## config.mk

```make
export PLATFORM = sky130hd
export DESIGN_NAME = physical_frame_bitmap_allocator_core
export DESIGN_NICKNAME = d
export VERILOG_FILES = /design/src/design/pfba_pkg.sv /design/src/design/physical_frame_bitmap_allocator_core.sv /design/src/design/pfba_map_ram.sv /design/src/design/pfba_cfg_regs.sv /design/src/design/pfba_engine.sv
export SDC_FILE = /design/constraint.sdc
export NUM_CORES = 2
export LEC_CHECK = 0
export BUFFER_PORTS_ARGS = -buffer_cell sky130_fd_sc_hd__clkbuf_2
export CORE_MARGIN = 8
export CORE_UTILIZATION = 60
export CTS_CLUSTER_DIAMETER = 50
export DETAILED_ROUTE_END_ITERATION = 12
export PLACE_DENSITY = 0.77
export SYNTH_ARGS = -nofsm -noshare
export SYNTH_HDL_FRONTEND = slang
export SYNTH_SLANG_ARGS = --single-unit
```

## constraint.sdc

```tcl
create_clock -name clk -period 9.1 [get_ports clk]
set_input_delay 0.91 -clock clk [delete_from_list [all_inputs] [get_ports clk]]
set_output_delay 0.91 -clock clk [all_outputs]
set_load 0.01 [all_outputs]
```

## src/design/pfba_pkg.sv

```systemverilog
// Package for the physical frame bitmap allocator.
// Holds operation codes, result status codes, the engine state type,
// the config register map and the bit-search helpers. No dependencies.
package pfba_pkg;

  // Operation codes on the input channel
  localparam logic OP_ALLOC = 1'b0;
  localparam logic OP_FREE  = 1'b1;

  // Config register map: one register, index taken from paddr[2]
  localparam int unsigned CFG_AW          = 3;
  localparam logic        REG_REGION_BASE = 1'b0;

  // Result status codes
  typedef enum logic [1:0] {
    STAT_OK      = 2'd0,
    STAT_NO_FREE = 2'd1,
    STAT_RANGE   = 2'd2
  } status_t;

  // Engine sequencer states
  typedef enum logic [2:0] {
    S_CLEAR,
    S_IDLE,
    S_SCAN,
    S_ALLOC_WR,
    S_FREE_CHK,
    S_FREE_RD,
    S_FREE_WR,
    S_RESP
  } eng_state_t;

  // One-hot of the lowest clear bit in a word (zero if the word is all ones)
  function automatic logic [31:0] lowest_zero_onehot(input logic [31:0] w);
    return ~w & (w + 32'h1);
  endfunction

  // Encode a one-hot word into its bit position
  function automatic logic [4:0] onehot_index(input logic [31:0] oh);
    logic [4:0] idx;
    idx = '0;
    for (int i = 0; i < 32; i++) begin
      if (oh[i]) begin
        idx = idx | 5'(i);
      end
    end
    return idx;
  endfunction

endpackage

```

## src/design/physical_frame_bitmap_allocator_core.sv

```systemverilog
// Top level of the first-fit physical frame allocator.
// Depends on pfba_pkg, pfba_map_ram, pfba_cfg_regs and pfba_engine.
//
//   channel  | ports                                               | handshake
//   ---------+-----------------------------------------------------+--------------------
//   input    | in_operation, in_frame_address                      | in_valid/in_ready
//   result   | out_granted_address, out_status, out_free_frames    | out_valid/out_ready
//   config   | psel, penable, pwrite, paddr, pwdata, prdata        | pready tied high
//
// One item is in work at a time; in_ready rises in the cycle after a result is loaded.
// Allocate: the scan reads one bitmap word per cycle until it finds the lowest free
// frame, then that word is written back. Allocate with no free frame skips the scan.
// Free: range check, RAM read, write back, result; out of range goes from check to result.
// After reset a clearing pass writes MAP_WORDS words, one per cycle, before in_ready rises.
// A stalled result waits in the output register while the next item is taken and run.
module physical_frame_bitmap_allocator_core #(
  parameter int unsigned FRAMES     = 1024,
  parameter int unsigned PAGE_SHIFT = 12
) (
  input  logic                        clk,
  input  logic                        rst_n,
  // input channel
  input  logic                        in_valid,
  output logic                        in_ready,
  input  logic                        in_operation,
  input  logic [31:0]                 in_frame_address,
  // result channel
  output logic                        out_valid,
  input  logic                        out_ready,
  output logic [31:0]                 out_granted_address,
  output logic [1:0]                  out_status,
  output logic [10:0]                 out_free_frames,
  // config port
  input  logic                        psel,
  input  logic                        penable,
  input  logic                        pwrite,
  input  logic [pfba_pkg::CFG_AW-1:0] paddr,
  input  logic [31:0]                 pwdata,
  output logic [31:0]                 prdata,
  output logic                        pready
);

  localparam int unsigned MAP_WORDS = (FRAMES + 31) / 32;
  localparam int unsigned AW        = (MAP_WORDS > 1) ? $clog2(MAP_WORDS) : 1;

  logic [31:0]        region_base;
  logic               mem_we;
  logic [AW-1:0]      mem_waddr;
  logic [31:0]        mem_wdata;
  logic               mem_re;
  logic [AW-1:0]      mem_raddr;
  logic [31:0]        mem_rdata;
  pfba_pkg::status_t  eng_status;

  pfba_cfg_regs u_cfg (
    .clk         (clk),
    .rst_n       (rst_n),
    .psel        (psel),
    .penable     (penable),
    .pwrite      (pwrite),
    .paddr       (paddr),
    .pwdata      (pwdata),
    .prdata      (prdata),
    .pready      (pready),
    .region_base (region_base)
  );

  pfba_map_ram #(
    .DEPTH (MAP_WORDS),
    .AW    (AW)
  ) u_ram (
    .clk   (clk),
    .we    (mem_we),
    .waddr (mem_waddr),
    .wdata (mem_wdata),
    .re    (mem_re),
    .raddr (mem_raddr),
    .rdata (mem_rdata)
  );

  pfba_engine #(
    .FRAMES     (FRAMES),
    .PAGE_SHIFT (PAGE_SHIFT),
    .MAP_WORDS  (MAP_WORDS),
    .AW         (AW)
  ) u_engine (
    .clk                 (clk),
    .rst_n               (rst_n),
    .region_base         (region_base),
    .in_valid            (in_valid),
    .in_ready            (in_ready),
    .in_operation        (in_operation),
    .in_frame_address    (in_frame_address),
    .out_valid           (out_valid),
    .out_ready           (out_ready),
    .out_granted_address (out_granted_address),
    .out_status          (eng_status),
    .out_free_frames     (out_free_frames),
    .mem_we              (mem_we),
    .mem_waddr           (mem_waddr),
    .mem_wdata           (mem_wdata),
    .mem_re              (mem_re),
    .mem_raddr           (mem_raddr),
    .mem_rdata           (mem_rdata)
  );

  assign out_status = eng_status;

endmodule

```

## src/design/pfba_map_ram.sv

```systemverilog
// Bitmap RAM of the frame allocator: one write port, one read port,
// read data registered. No package dependencies.
module pfba_map_ram #(
  parameter int unsigned DEPTH = 32,
  parameter int unsigned AW    = 5
) (
  input  logic          clk,
  input  logic          we,
  input  logic [AW-1:0] waddr,
  input  logic [31:0]   wdata,
  input  logic          re,
  input  logic [AW-1:0] raddr,
  output logic [31:0]   rdata
);

  logic [31:0] mem [DEPTH];
  logic [31:0] rdata_r;

  // Write port
  always_ff @(posedge clk) begin
    if (we) begin
      mem[waddr] <= wdata;
    end
  end

  // Registered read port
  always_ff @(posedge clk) begin
    if (re) begin
      rdata_r <= mem[raddr];
    end
  end

  assign rdata = rdata_r;

endmodule

```

## src/design/pfba_cfg_regs.sv

```systemverilog
// APB-style config register block of the frame allocator: region_base.
// Depends on pfba_pkg for the register map.
module pfba_cfg_regs (
  input  logic                        clk,
  input  logic                        rst_n,
  input  logic                        psel,
  input  logic                        penable,
  input  logic                        pwrite,
  input  logic [pfba_pkg::CFG_AW-1:0] paddr,
  input  logic [31:0]                 pwdata,
  output logic [31:0]                 prdata,
  output logic                        pready,
  output logic [31:0]                 region_base
);

  logic [31:0] region_base_r;
  logic        wr_hit;

  // Decode a write transfer to the region base register
  assign wr_hit = psel && penable && pwrite && (paddr[2] == pfba_pkg::REG_REGION_BASE);

  always_ff @(posedge clk) begin
    if (!rst_n) begin
      region_base_r <= '0;
    end else if (wr_hit) begin
      region_base_r <= pwdata;
    end
  end

  // Read back; unmapped addresses read zero
  always_comb begin
    if (paddr[2] == pfba_pkg::REG_REGION_BASE) begin
      prdata = region_base_r;
    end else begin
      prdata = '0;
    end
  end

  assign pready      = 1'b1;
  assign region_base = region_base_r;

endmodule

```

## src/design/pfba_engine.sv

```systemverilog
// Allocation engine: clearing pass, first-fit scan, free read-modify-write,
// free count and the output register. Depends on pfba_pkg; drives pfba_map_ram.
module pfba_engine #(
  parameter int unsigned FRAMES     = 1024,
  parameter int unsigned PAGE_SHIFT = 12,
  parameter int unsigned MAP_WORDS  = 32,
  parameter int unsigned AW         = 5
) (
  input  logic                    clk,
  input  logic                    rst_n,
  input  logic [31:0]             region_base,
  // input channel
  input  logic                    in_valid,
  output logic                    in_ready,
  input  logic                    in_operation,
  input  logic [31:0]             in_frame_address,
  // result channel
  output logic                    out_valid,
  input  logic                    out_ready,
  output logic [31:0]             out_granted_address,
  output pfba_pkg::status_t       out_status,
  output logic [10:0]             out_free_frames,
  // bitmap RAM
  output logic                    mem_we,
  output logic [AW-1:0]           mem_waddr,
  output logic [31:0]             mem_wdata,
  output logic                    mem_re,
  output logic [AW-1:0]           mem_raddr,
  input  logic [31:0]             mem_rdata
);

  localparam int unsigned   CNT_W     = $clog2(FRAMES + 1);
  localparam int unsigned   TAIL_BITS = FRAMES % 32;
  localparam logic [31:0]   TAIL_MASK = (TAIL_BITS == 0) ? 32'h0 :
                                        ~((32'h1 << TAIL_BITS) - 32'h1);
  localparam logic [AW-1:0] LAST_WORD = AW'(MAP_WORDS - 1);

  pfba_pkg::eng_state_t state_r, state_nxt;

  // control
  logic [AW-1:0]    ptr_r;
  logic             issue_done_r;
  logic             chk_vld_r;
  logic [CNT_W-1:0] cnt_r;
  logic             out_vld_r;

  // payload
  logic [AW-1:0]      chk_addr_r;
  logic [31:0]        addr_r;
  logic [AW-1:0]      hit_addr_r;
  logic [4:0]         hit_bit_r;
  logic [31:0]        hit_word_r;
  logic [31:0]        hit_oh_r;
  logic [AW-1:0]      fr_word_r;
  logic [4:0]         fr_bit_r;
  logic [31:0]        res_addr_r;
  pfba_pkg::status_t  res_stat_r;
  logic [31:0]        out_addr_r;
  pfba_pkg::status_t  out_stat_r;
  logic [10:0]        out_free_r;

  // combinational helpers
  logic               in_xfer;
  logic               out_load;
  logic [31:0]        scan_word;
  logic [31:0]        scan_oh;
  logic               scan_hit;
  logic               scan_end;
  logic [31:0]        diff;
  logic [31:0]        fidx;
  logic               fr_range_bad;
  logic               fr_bit_set;
  logic [31:0]        grant_addr;
  logic [CNT_W+10:0]  cnt_ext;

  assign in_xfer  = in_valid && in_ready;
  assign out_load = (state_r == pfba_pkg::S_RESP) && (!out_vld_r || out_ready);

  // Scan check on the word returned by the RAM; tail frames past FRAMES read as used
  always_comb begin
    scan_word = mem_rdata | ((chk_addr_r == LAST_WORD) ? TAIL_MASK : 32'h0);
    scan_oh   = pfba_pkg::lowest_zero_onehot(scan_word);
    scan_hit  = chk_vld_r && (scan_word != 32'hFFFF_FFFF);
    scan_end  = chk_vld_r && !scan_hit && (chk_addr_r == LAST_WORD);
  end

  // Free address decode and range check, and the granted address
  always_comb begin
    diff         = addr_r - region_base;
    fidx         = diff >> PAGE_SHIFT;
    fr_range_bad = (addr_r < region_base) || (fidx >= 32'(FRAMES));
    fr_bit_set   = mem_rdata[fr_bit_r];
    grant_addr   = region_base + (32'({hit_addr_r, hit_bit_r}) << PAGE_SHIFT);
    cnt_ext      = {11'b0, cnt_r};
  end

  // Next state
  always_comb begin
    state_nxt = state_r;
    case (state_r)
      pfba_pkg::S_CLEAR: begin
        if (ptr_r == LAST_WORD) state_nxt = pfba_pkg::S_IDLE;
      end
      pfba_pkg::S_IDLE: begin
        if (in_xfer) begin
          if (in_operation == pfba_pkg::OP_FREE) begin
            state_nxt = pfba_pkg::S_FREE_CHK;
          end else if (cnt_r == '0) begin
            state_nxt = pfba_pkg::S_RESP;
          end else begin
            state_nxt = pfba_pkg::S_SCAN;
          end
        end
      end
      pfba_pkg::S_SCAN: begin
        if (scan_hit) begin
          state_nxt = pfba_pkg::S_ALLOC_WR;
        end else if (scan_end) begin
          state_nxt = pfba_pkg::S_RESP;
        end
      end
      pfba_pkg::S_ALLOC_WR: state_nxt = pfba_pkg::S_RESP;
      pfba_pkg::S_FREE_CHK: begin
        state_nxt = fr_range_bad ? pfba_pkg::S_RESP : pfba_pkg::S_FREE_RD;
      end
      pfba_pkg::S_FREE_RD:  state_nxt = pfba_pkg::S_FREE_WR;
      pfba_pkg::S_FREE_WR:  state_nxt = pfba_pkg::S_RESP;
      pfba_pkg::S_RESP: begin
        if (out_load) state_nxt = pfba_pkg::S_IDLE;
      end
      default: state_nxt = pfba_pkg::S_CLEAR;
    endcase
  end

  // Outputs: handshake and RAM port control
  always_comb begin
    in_ready  = 1'b0;
    mem_we    = 1'b0;
    mem_waddr = ptr_r;
    mem_wdata = 32'h0;
    mem_re    = 1'b0;
    mem_raddr = ptr_r;
    case (state_r)
      pfba_pkg::S_CLEAR: begin
        mem_we = 1'b1;
      end
      pfba_pkg::S_IDLE: begin
        in_ready = 1'b1;
      end
      pfba_pkg::S_SCAN: begin
        mem_re = !issue_done_r;
      end
      pfba_pkg::S_ALLOC_WR: begin
        mem_we    = 1'b1;
        mem_waddr = hit_addr_r;
        mem_wdata = hit_word_r | hit_oh_r;
      end
      pfba_pkg::S_FREE_RD: begin
        mem_re    = 1'b1;
        mem_raddr = fr_word_r;
      end
      pfba_pkg::S_FREE_WR: begin
        mem_we    = fr_bit_set;
        mem_waddr = fr_word_r;
        mem_wdata = mem_rdata & ~(32'h1 << fr_bit_r);
      end
      default: begin
      end
    endcase
  end

  // Control registers
  always_ff @(posedge clk) begin
    if (!rst_n) begin
      state_r      <= pfba_pkg::S_CLEAR;
      ptr_r        <= '0;
      issue_done_r <= 1'b0;
      chk_vld_r    <= 1'b0;
      cnt_r        <= CNT_W'(FRAMES);
      out_vld_r    <= 1'b0;
    end else begin
      state_r <= state_nxt;
      case (state_r)
        pfba_pkg::S_CLEAR: begin
          ptr_r <= (ptr_r == LAST_WORD) ? '0 : ptr_r + 1'b1;
        end
        pfba_pkg::S_IDLE: begin
          ptr_r        <= '0;
          issue_done_r <= 1'b0;
          chk_vld_r    <= 1'b0;
        end
        pfba_pkg::S_SCAN: begin
          // advance the read pointer one word a cycle until the last word is issued
          chk_vld_r <= !issue_done_r;
          if (!issue_done_r) begin
            if (ptr_r == LAST_WORD) begin
              issue_done_r <= 1'b1;
            end else begin
              ptr_r <= ptr_r + 1'b1;
            end
          end
        end
        pfba_pkg::S_ALLOC_WR: begin
          cnt_r <= cnt_r - 1'b1;
        end
        pfba_pkg::S_FREE_WR: begin
          if (fr_bit_set) cnt_r <= cnt_r + 1'b1;
        end
        default: begin
        end
      endcase
      // output register: load on a finished item, drop on transfer
      if (out_load) begin
        out_vld_r <= 1'b1;
      end else if (out_ready) begin
        out_vld_r <= 1'b0;
      end
    end
  end

  // Payload registers
  always_ff @(posedge clk) begin
    chk_addr_r <= ptr_r;
    case (state_r)
      pfba_pkg::S_IDLE: begin
        addr_r     <= in_frame_address;
        res_addr_r <= 32'h0;
        res_stat_r <= (in_operation == pfba_pkg::OP_ALLOC && cnt_r == '0) ?
                      pfba_pkg::STAT_NO_FREE : pfba_pkg::STAT_OK;
      end
      pfba_pkg::S_SCAN: begin
        hit_addr_r <= chk_addr_r;
        hit_bit_r  <= pfba_pkg::onehot_index(scan_oh);
        hit_word_r <= mem_rdata;
        hit_oh_r   <= scan_oh;
        if (scan_end) res_stat_r <= pfba_pkg::STAT_NO_FREE;
      end
      pfba_pkg::S_ALLOC_WR: begin
        res_addr_r <= grant_addr;
        res_stat_r <= pfba_pkg::STAT_OK;
      end
      pfba_pkg::S_FREE_CHK: begin
        fr_word_r  <= fidx[5 +: AW];
        fr_bit_r   <= fidx[4:0];
        res_stat_r <= fr_range_bad ? pfba_pkg::STAT_RANGE : pfba_pkg::STAT_OK;
      end
      default: begin
      end
    endcase
    if (out_load) begin
      out_addr_r <= res_addr_r;
      out_stat_r <= res_stat_r;
      out_free_r <= cnt_ext[10:0];
    end
  end

  assign out_valid           = out_vld_r;
  assign out_granted_address = out_addr_r;
  assign out_status          = out_stat_r;
  assign out_free_frames     = out_free_r;

`ifndef SYNTHESIS
  a_cnt_bound: assert property (@(posedge clk) disable iff (!rst_n)
    cnt_r <= CNT_W'(FRAMES))
    else $error("free count above frame total");

  a_one_item: assert property (@(posedge clk) disable iff (!rst_n)
    in_valid && in_ready |=> !in_ready)
    else $error("second item taken while one is in work");

  a_hit_in_region: assert property (@(posedge clk) disable iff (!rst_n)
    state_r == pfba_pkg::S_ALLOC_WR |-> 32'({hit_addr_r, hit_bit_r}) < 32'(FRAMES))
    else $error("allocated frame beyond region");

  a_full_count: assert property (@(posedge clk) disable iff (!rst_n)
    out_vld_r && out_stat_r == pfba_pkg::STAT_NO_FREE |-> out_free_r == 11'd0)
    else $error("no-free result with frames left");

  a_grant_zero: assert property (@(posedge clk) disable iff (!rst_n)
    out_vld_r && out_stat_r != pfba_pkg::STAT_OK |-> out_addr_r == 32'h0)
    else $error("failed request carries an address");
`endif

endmodule

```

==> results summary <==
The flow ran to the end, and the final reports show no timing, DRC or antenna violations. The count of cell types in the netlist came out at 70. The slew at the pin closest to its max-slew limit is between 1000 and 1500 ps.

For this run, the detailed router's first-pass iteration total came to 6. The per-cell via count in the routed design came out at ~6.5. The initial antenna violation count was 4. The top-area cell type share of the netlist area is 0.692.

For the worst setup path, the data required time is approximately 9700 ps. Across all register-to-register paths, the minimum setup slack is approximately 4300 ps. STA classifies the critical path startpoint as a flip-flop. During synthesis, Yosys emitted a total of 0 warnings.

The worst clock skew came out at 22.8 ps. The critical path is of the flip-flop to flip-flop type. The delay contributed by the slowest stage of the critical path came out at between 800 and 900 ps. For this design the ratio of total power to cell area is about 310 nW/um^2. The startpoint identified for the worst hold timing path is in_frame_address[24]. For this design the static power due to leakage is 20.4 nW.

The highest ir drop seen on vdd is approximately 0.29 mV. The via count of the first global-routing pass came out at around 33k. The data arrival time of the worst path is around 5500 ps. The endpoint identified for the worst register-to-register timing path is u_ram.rdata[0]$_DFFE_PP_. The per-cell routed wire length came out at 24.5 um. Clock-pin slew was measured on the worst setup and hold paths at 60 ps.

The share of the clock period used by the worst path after layout came out at 0.531. Of all nets on the critical path, the largest fanout is between 100 and 150. The via count is approximately 35k. The final worst hold slack is 333 ps. Summed over all layers, the routed wires come to 132 mm. The area of the die came out at 100000 um^2. Walking the worst path, the cells encountered are nand3b_1 -> mux2_8 -> buf_4 -> and2_1 -> a211oi_1 -> a311oi_1 -> a211oi_1 -> a21oi_1 -> a21o_1. The clock buffer count from CTS is ~140. The number of nets in the synthesized netlist is between 4k and 5k. A synthesized cell averages around 14 um^2.

The flip-flop and latch count after synthesis is about 1.3k. The floorplan has between 100 and 150 rows. The worst register-to-register path begins at u_engine.state_r[2]$_SDFFE_PN0P_. The global placer's final weighted congestion is 0.927. STA classifies the critical path endpoint as a flip-flop.

In the synthesized netlist the async set-or-reset flop fraction comes to 0. The number of gates resized after CTS was 0. The setup total negative slack is 0 ps. The post-detailed-placement cell area is approximately 56000 um^2. The final critical-path required period came out at 4830 ps.

The detailed placement HPWL came out at roughly 71 mm. Before CTS, the worst setup slack after placement is ~4500 ps. The hold path depth came out at 1. For the worst-skew pair, the clock arrives at the later sink with an insertion delay of 760 ps.

The vertical die dimension came out at 317 um. The worst-case setup margin in the final layout came out at ~4300 ps. Setup repair after global routing left no endpoint under its margin. After technology mapping, the gate count stands at roughly 4.0k. For this configuration, the core starts out at a cell density of 0.604. Sorting the synthesized cells by area gives the leading types as sky130_fd_sc_hd__edfxtp_1 (69%), sky130_fd_sc_hd__a211oi_1 (5.0%), sky130_fd_sc_hd__nand2_1 (4.7%). The final count of hold timing violations was 0. The hold buffer count at cts is 0.

The cell area that synthesis handed to floorplanning was ~54000 um^2. The final net count is about 4.2k. The die extent in x came out at roughly 320 um.

The final count of pins violating max slew came to 0. The core area came out at 89900 um^2. The buffer and inverter count on the worst path is 1. Of the synthesized area, sequential elements account for 0.714.

For this run, the total global-route usage over all layers was measured as 0.257. The pin count of the biggest net entering global routing is between 200 and 250. 155 I/O pins were placed. After detailed routing, the number of remaining DRC violations is 0.

The number of max-capacitance violations reported came out at 0. The total power draw came out at between 15 and 20 mW. The largest area contributor in the netlist is sky130_fd_sc_hd__edfxtp_1.

Yosys instantiated no cell more often than sky130_fd_sc_hd__edfxtp_1. By count the netlist is led by sky130_fd_sc_hd__edfxtp_1 (1251), sky130_fd_sc_hd__nand2_1 (674), sky130_fd_sc_hd__a211oi_1 (358), sky130_fd_sc_hd__clkbuf_1 (239), sky130_fd_sc_hd__and2_1 (235). The dominant synthesized flop cell is sky130_fd_sc_hd__edfxtp_1. The post-CTS setup buffer count came out at 0. The master cell of the clock root buffer is sky130_fd_sc_hd__clkbuf_16. Measured against its own limit, the worst slew margin works out to 0.175. The number of violations reported at the end of detailed-routing iteration 0 is between 4k and 5k. The number of cells on the worst reg-to-reg path is 9. The residual antenna-violating net count after detailed routing came out at 0. In the final layout, the share of cells above drive strength 1 is 0.117. In this run the number of H-tree levels came out at 4. The achievable clock frequency is 207 MHz.

The area added between synthesis and finish came out at 12.4%. The number of input and output port buffers inserted is around 150. The setup violation total in the final timing report is 0.

The most frequent cell on the critical path is sky130_fd_sc_hd__a211oi_1. The TritonCTS clock tree is built. For this design, the slowest cell found on the critical path is sky130_fd_sc_hd__buf_4. The cell family contributing the most delay on the critical path is compound AO/OA/AOI/OAI gates. The total congestion overflow after global routing is 0. The class of the worst hold path is input pin to flip-flop. The post-route cell area came out at approximately 60000 um^2. The first global-routing pass estimated 195 mm of wire. The worst hold path endpoint is u_engine.addr_r[24]$_DFFE_PP_.

The maximum clock path buffer count came out at 3. The number of enable flip-flop cells after synthesis is ~1.3k. For this design, the sink count on the clock tree is 1310.
-- flip-flops by register name (all words and copies together), names as in the netlist, 11 cells and up --
signal and count:
u_engine.hit_word_r 32, u_cfg.region_base 32, u_ram.mem 1024, u_engine.out_free_frames 11, u_engine.cnt_r 11, u_engine.out_granted_address 32
u_engine.addr_r 32, u_engine.res_addr_r 32, u_engine.hit_oh_r 32, u_ram.rdata 32
-- worst max-delay path by stage --
stage	slack, ps	start	end	depth (start not counted)
global placement	4510	u_engine.state_r[1]$_SDFFE_PN0P_	u_ram.rdata[1]$_DFFE_PP_	9
CTS	4400	u_engine.fr_bit_r[0]$_DFFE_PP_	u_ram.mem[5][13]$_DFFE_PP_	10
floorplan	4120	u_engine.state_r[0]$_SDFFE_PN0P_	u_ram.mem[12][0]$_DFFE_PP_	7
detailed placement	4460	u_engine.fr_bit_r[0]$_DFFE_PP_	u_ram.mem[14][12]$_DFFE_PP_	10
finish	4270	u_engine.state_r[2]$_SDFFE_PN0P_	u_ram.rdata[0]$_DFFE_PP_	9
global route	4010	u_engine.state_r[2]$_SDFFE_PN0P_	u_ram.rdata[1]$_DFFE_PP_	9
-- power by group --
part	leakage (nW)	internal (mW)	switching, mW
Clock	2.21	3.28	2.36
Sequential	12.1	7.85	0.388
Combinational	6.09	1.51	3.55
-- final cells by class --
cell class / instances / area [um^2]
fill: 5882 / 28900
clock buffer: 163 / 3530
inverter: 53 / 199
antenna: 4 / 10.0
timing repair buffer: 212 / 1290
tap: 1176 / 1470
sequential: 1310 / 38700
multi-input combinational: 2385 / 14700
clock inverter: 82 / 1060
-- per-stage QoR --
| step | std cells | util |
|---|---|---|
| finish | 5385 | 0.679 |
| global route | 5385 | 0.679 |
| CTS | 5381 | 0.679 |
| detailed placement | 5136 | 0.627 |
| global placement | 5136 | 0.627 |
| floorplan | 4018 | - |
-- layout by cell type, fill, tap and decap left out, drive strengths merged, types with 16 or more instances in the layout --
master | Yosys | layout
a211oi | 358 | 358
a21boi | 35 | 35
a21o | 44 | 44
a21oi | 147 | 147
a311oi | 129 | 129
a31oi | 135 | 135
and2 | 261 | 261
buf | 31 | 61
bufinv | 0 | 16
clkbuf | 239 | 314
clkinv | 0 | 47
dfxtp | 59 | 59
edfxtp | 1251 | 1251
ha | 52 | 52
inv | 53 | 66
mux2i | 19 | 19
nand2 | 674 | 674
nand3 | 19 | 19
nand4 | 21 | 21
nor2 | 163 | 163
nor2b | 19 | 19
nor3 | 33 | 33
o211ai | 34 | 34
o21ai | 74 | 74
xnor2 | 23 | 23
-- logic make-up (layout without fill, tap and decap cells) --
kind of cell               after synthesis  count (layout)  synth area share
muxes                                   30              30           0.00786
DFF                                   1310            1310             0.714
other                                    1               5         0.0000691
buffers and inverters                  323             510            0.0229
AOI/OAI and AO/OA                     1000            1000             0.129
xor gates and xnor gates                33              33           0.00533
and+or+nand+nor                       1267            1267             0.108
adders and majority gates               54              54            0.0127
-- per-layer routing --
layer	global-route usage	share of wire	vias to the layer above
li1	-	-	15501
met1	0.345	0.39	17115
met2	0.413	0.48	1848
met3	0.0546	0.097	300
met4	0.102	0.034	0
met5	0	0	-
No activity file was read; power rests on OpenSTA's default activity.
